<file path="src/rtl/core/tkms_pkg.sv">
// ----------------------------------------------------------------------------
// tkms_pkg
// shared widths, defaults and controller/datapath handshake types for the
// triple-key table search core
// ----------------------------------------------------------------------------
package tkms_pkg;

  localparam int TKMS_DEPTH_DEFAULT = 1024;

  localparam int CNT_W   = 11;
  localparam int SLOT_W  = 10;
  localparam int CLASS_W = 16;
  localparam int NAME_W  = 32;
  localparam int PROTO_W = 16;
  localparam int KEY_W   = CLASS_W + NAME_W + PROTO_W;

  // request kind codes
  localparam logic KIND_WRITE  = 1'b0;
  localparam logic KIND_LOOKUP = 1'b1;

  typedef struct packed {
    logic wr;
    logic start;
    logic probe;
    logic judge;
    logic out_load;
  } tkms_cmd_t;

  typedef struct packed {
    logic empty;
    logic hit;
  } tkms_sts_t;

endpackage

</file>
<file path="src/rtl/core/tkms_ctrl.sv">
// ----------------------------------------------------------------------------
// tkms_ctrl
// sequencer for table writes and the search: one memory probe and one compare per step,
// result handoff into the output register
// ----------------------------------------------------------------------------
module tkms_ctrl (
  input  logic                clk,
  input  logic                rst_n,
  input  logic                in_valid,
  input  logic                in_kind,
  output logic                in_ready,
  input  logic                out_ready,
  output logic                out_valid,
  output tkms_pkg::tkms_cmd_t cmd,
  input  tkms_pkg::tkms_sts_t sts
);

  typedef enum logic [3:0] {
    S_IDLE  = 4'b0001,
    S_PROBE = 4'b0010,
    S_JUDGE = 4'b0100,
    S_DONE  = 4'b1000
  } state_t;

  state_t state_r, state_nxt;
  logic   out_valid_r, out_valid_nxt;
  logic   accept;

  assign in_ready  = (state_r == S_IDLE);
  assign out_valid = out_valid_r;
  assign accept    = in_valid && in_ready;

  always_comb begin
    state_nxt = state_r;
    cmd       = '0;
    unique case (state_r)
      S_IDLE: begin
        if (accept) begin
          if (in_kind == tkms_pkg::KIND_LOOKUP) begin
            cmd.start = 1'b1;
            state_nxt = S_PROBE;
          end else begin
            cmd.wr = 1'b1;
          end
        end
      end
      S_PROBE: begin
        if (sts.empty) begin
          state_nxt = S_DONE;
        end else begin
          cmd.probe = 1'b1;
          state_nxt = S_JUDGE;
        end
      end
      S_JUDGE: begin
        cmd.judge = 1'b1;
        state_nxt = sts.hit ? S_DONE : S_PROBE;
      end
      S_DONE: begin
        if (!out_valid_r || out_ready) begin
          cmd.out_load = 1'b1;
          state_nxt    = S_IDLE;
        end
      end
      default: state_nxt = S_IDLE;
    endcase
  end

  always_comb begin
    out_valid_nxt = out_valid_r;
    if (cmd.out_load) begin
      out_valid_nxt = 1'b1;
    end else if (out_ready) begin
      out_valid_nxt = 1'b0;
    end
  end

  always_ff @(posedge clk) begin
    if (!rst_n) begin
      state_r     <= S_IDLE;
      out_valid_r <= 1'b0;
    end else begin
      state_r     <= state_nxt;
      out_valid_r <= out_valid_nxt;
    end
  end

  a_lookup_starts_search: assert property (@(posedge clk) disable iff (!rst_n)
    (accept && in_kind == tkms_pkg::KIND_LOOKUP) |=> (state_r == S_PROBE))
    else $error("lookup transaction did not start a search");

  a_load_never_drops: assert property (@(posedge clk) disable iff (!rst_n)
    (out_valid_r && !out_ready) |-> !cmd.out_load)
    else $error("result loaded over a pending transaction");

  a_out_valid_holds: assert property (@(posedge clk) disable iff (!rst_n)
    (out_valid_r && !out_ready) |=> out_valid_r)
    else $error("result transaction withdrawn before it was taken");

endmodule

</file>
<file path="config.mk">
export PLATFORM = sky130hd
export DESIGN_NAME = tkms_ctrl
export DESIGN_NICKNAME = d
export VERILOG_FILES = /design/src/rtl/core/tkms_pkg.sv /design/src/rtl/core/tkms_ctrl.sv
export SDC_FILE = /design/constraint.sdc
export NUM_CORES = 1
export LEC_CHECK = 0
export ABC_AREA = 1
export BUFFER_PORTS_ARGS = -buffer_cell sky130_fd_sc_hd__buf_4
export CORE_AREA = 2 2 39 41
export CTS_CLUSTER_SIZE = 12
export DETAILED_ROUTE_END_ITERATION = 10
export DIE_AREA = 0 0 41 43
export HOLD_SLACK_MARGIN = 0.06
export MAX_ROUTING_LAYER = met4
export SLEW_MARGIN = 15
export SYNTH_ARGS = -nofsm -noshare
export SYNTH_HDL_FRONTEND = slang
export SYNTH_SLANG_ARGS = --single-unit
export TNS_END_PERCENT = 50
</file>
<file path="constraint.sdc">
create_clock -name clk -period 1.2 [get_ports clk]
set_input_delay 0.06 -clock clk [delete_from_list [all_inputs] [get_ports clk]]
set_output_delay 0.06 -clock clk [all_outputs]
set_load 0.1 [all_outputs]
</file>
==> results_tabular.tex <==
\begin{tabular}{lr}
\hline
Metric & Value \\
\hline
\multicolumn{2}{l}{\textbf{Detailed routing}} \\
Count of unresolved DRC violations after routing & 0 \\
Via-to-Cell Ratio & 4.25 \\
Average detailed-routed wire length per instance & 8.59 microns \\
Overall via count from detail\_route & 361 \\
Final Routed Wirelength & 730 microns \\
Initial DRC count & 4 \\
Number of nets with antenna violations after routing & 0 \\
First-pass detailed-route iteration total & 2 \\
\multicolumn{2}{l}{\textbf{Timing}} \\
Final setup violating endpoints & 5 \\
Post-layout min period & 1.35 ns \\
Setup repair after global routing missed its margin & yes \\
Relative max-transition margin & 80.1\% \\
F\_max & 0.743 GHz \\
Number of hold-slack violations in the final timing report & 0 \\
Clock skew & 0.000309 ns \\
Crit share post-route & 112\% \\
Least setup slack across all paths after layout & -0.146 ns \\
Sum of negative setup slack & -0.299 ns \\
Worst hold slack across all endpoints & 0.130 ns \\
Slew @ Worst Pin & 0.298 ns \\
Final-report max-slew violation count & 0 \\
\multicolumn{2}{l}{\textbf{Placed design}} \\
\# placed instances & 78 \\
Setup Slack @ Placement & 0.0276 ns \\
DPL Wire Length & 575 microns \\
\# port buffers & 13 \\
Placed Area & 468 sq um \\
Final estimated routing congestion in global placement & 0.813 \\
\multicolumn{2}{l}{\textbf{Job}} \\
Maxcap violations & 0 \\
\multicolumn{2}{l}{\textbf{Clocking}} \\
Maximum buffer depth of the clock tree & 2 \\
Clock root buffer & clkbuf\_4 \\
Clock sinks & 5 \\
CTS tree & yes \\
Clock input transition at the sequential cells of the worst setup and hold paths & 0.04 ns \\
Total clock buffers created by CTS & 3 \\
Clock latency on the worst-skew pair & 0.24 ns \\
\# H-tree levels & 1 \\
\multicolumn{2}{l}{\textbf{Floorplanning}} \\
Die footprint & 1760 sq um \\
X dimension of the die & 41 microns \\
Vert. Die Dim & 43 microns \\
Total I/O pin count & 14 \\
Cell row count & 14 \\
Core area & 1380 sq um \\
Initial cell density of the core & 22.2\% \\
\multicolumn{2}{l}{\textbf{Layout}} \\
Share of final-layout standard cells stronger than drive strength 1 & 56.5\% \\
Number of nets in the finished design & 77 \\
Finished Cell Area & 619 sq um \\
Area Overhead vs Synth & 102\% \\
Number of cells in the finished layout apart from fillers & 85 \\
Final core utilization & 44.8\% \\
Final antenna diode count & 0 \\
Count of filler cells inserted in the layout & 153 \\
\multicolumn{2}{l}{\textbf{Setup path}} \\
CP Data Arrival Time & 1.29 ns \\
Worst setup path class & reg -> out \\
Delay of the slowest cell on the worst path & 0.34 ns \\
Endpoint class of the critical path & output port \\
Register-to-register path setup slack & 0.12 ns \\
Critical Path, Cell by Cell & nor2\_4 > nand2\_4 > nor3b\_4 > buf\_12 \\
Reg2Reg Depth & 5 \\
Library cell contributing the largest single delay on the critical path & dfxtp\_2 \\
Req. time, crit path & 1.14 ns \\
CP Max Fanout & 4 \\
Crit path launch type & register \\
\multicolumn{2}{l}{\textbf{Hold path}} \\
Type of the tightest min-delay check & in -> reg \\
Number of stages on the worst hold path & 4 \\
\multicolumn{2}{l}{\textbf{Power}} \\
Internal cell power & 0.529 mW \\
Pleak & 0.291 nW \\
Switching share of power & 45.9\% \\
Share of total power in combinational logic & 58.0\% \\
Portion of total power attributed to the clock network & 19.9\% \\
Sequential share of power & 22.2\% \\
Power, Total & 0.976 mW \\
Pwr/cell area & 1580 nW/um\^{}2 \\
Switching power total & 0.448 mW \\
Largest voltage drop on the vdd net & 1.10 mV \\
\multicolumn{2}{l}{\textbf{Global routing}} \\
Maximum number of pins on one net before global-route repair & 5 \\
First-pass GRT wire length & 1.35 mm \\
Antenna violations before repair & 0 \\
GR Overflow Total & 0 \\
GRT Total Usage & 12.0\% \\
Vias in the first global route & 353 \\
\multicolumn{2}{l}{\textbf{Run status}} \\
Outcome & complete, but fails checks \\
Violated checks & setup timing \\
\multicolumn{2}{l}{\textbf{Synth}} \\
Syn Inst Count & 49 \\
Fraction of the yosys area taken by sequential cells & 32.7\% \\
Number of flip-flops and latches in the synthesized netlist & 5 \\
Syn Std Cell Area & 307 sq um \\
Mapped Avg Cell Area & 6.26 sq um \\
Total number of yosys warnings & 0 \\
Distinct cells, synth & 12 \\
Mapped Nets & 56 \\
\hline
\end{tabular}
## cells in the mapped netlist
master	n	area, sq um
nand2_1	8	30.0
nor2_2	7	43.8
nor3_1	2	10.0
nor2_1	7	26.3
nand3_1	6	30.0
nand2_2	1	6.26
o21bai_1	1	7.51
nor3b_1	1	7.51
inv_1	8	30.0
dfxtp_1	5	100
buf_4	1	7.51
inv_2	2	7.51
## layer usage
layer  GRT usage, %  vias up  share of wire [%]
met3           3.14        4                9.2
met4           10.0        0                3.2
li1               -      189                  -
met5              -        -                  0
met2           16.9       16                 47
met1           13.5      152                 40
## repair_timing
| item | in CTS | in global routing |
|---|---|---|
| pin swaps | 4 | 4 |
| hold buffers | 2 | 0 |
| resized for setup | 23 | 2 |
| buffers inserted | 0 | 1 |
| endpoints found under the setup margin | 6 | 6 |
| hold endpoints to repair | 2 | 0 |
## layout make-up
type | count | area, sq um | share of cell area (%)
clock buffers | 4 | 26.3 | 4.24
inverters | 10 | 37.5 | 6.06
multi-input cells | 33 | 216 | 34.9
flip-flops and latches | 5 | 111 | 18.0
well taps | 16 | 20.0 | 3.23
repair buffers | 17 | 208 | 33.5
## critical path, delay by kind of cell (launching register included)
| family | cells | cell delay, ns |
|---|---|---|
| buffers and inverters | 1 | 0.20 |
| flip-flops | 1 | 0.34 |
| AND/OR/NAND/NOR | 3 | 0.51 |
## cell families after synthesis
logic type	share of synthesized area, %
DFF	32.7
and+or+nand+nor	50.2
AOI/OAI and AO/OA	2.45
buffers and inverters	14.7
## flip-flops by register name (all words and copies together), names as in the netlist
name and count:
out_valid 1, state_r 4
## path summary, 6_finish.rpt
check | from | to
max | state_r[3] | cmd[3]
min | sts[0] | state_r[1]
max reg2reg | out_valid | state_r[0]
min reg2reg | out_valid | out_valid
## power groups by stage
stage	Combinational [mW]	Sequential, mW	Clock [mW]
after floorplan	0.348	0.208	0
after global placement	0.431	0.210	0
after detailed placement	0.432	0.210	0
after CTS	0.541	0.214	0.201
after global routing	0.593	0.220	0.228
final	0.566	0.217	0.194
## layout by cell type (no fill, tap or decap)
cell / Yosys / layout
inv_2: 2 / 3
nand2_4: 0 / 1
clkbuf_4: 0 / 3
nor3_4: 0 / 1
clkbuf_1: 0 / 1
dfxtp_2: 0 / 3
o21bai_1: 1 / 1
nor2_1: 7 / 4
inv_1: 8 / 7
nand2_1: 8 / 8
nor2_4: 0 / 4
nor3_1: 2 / 1
buf_4: 1 / 9
nand3_1: 6 / 6
buf_12: 0 / 6
dfxtp_4: 0 / 2
nor2_2: 7 / 6
dlygate4sd3_1: 0 / 2
nor3b_4: 0 / 1
Note: power is estimated with default switching activity, not from simulation.
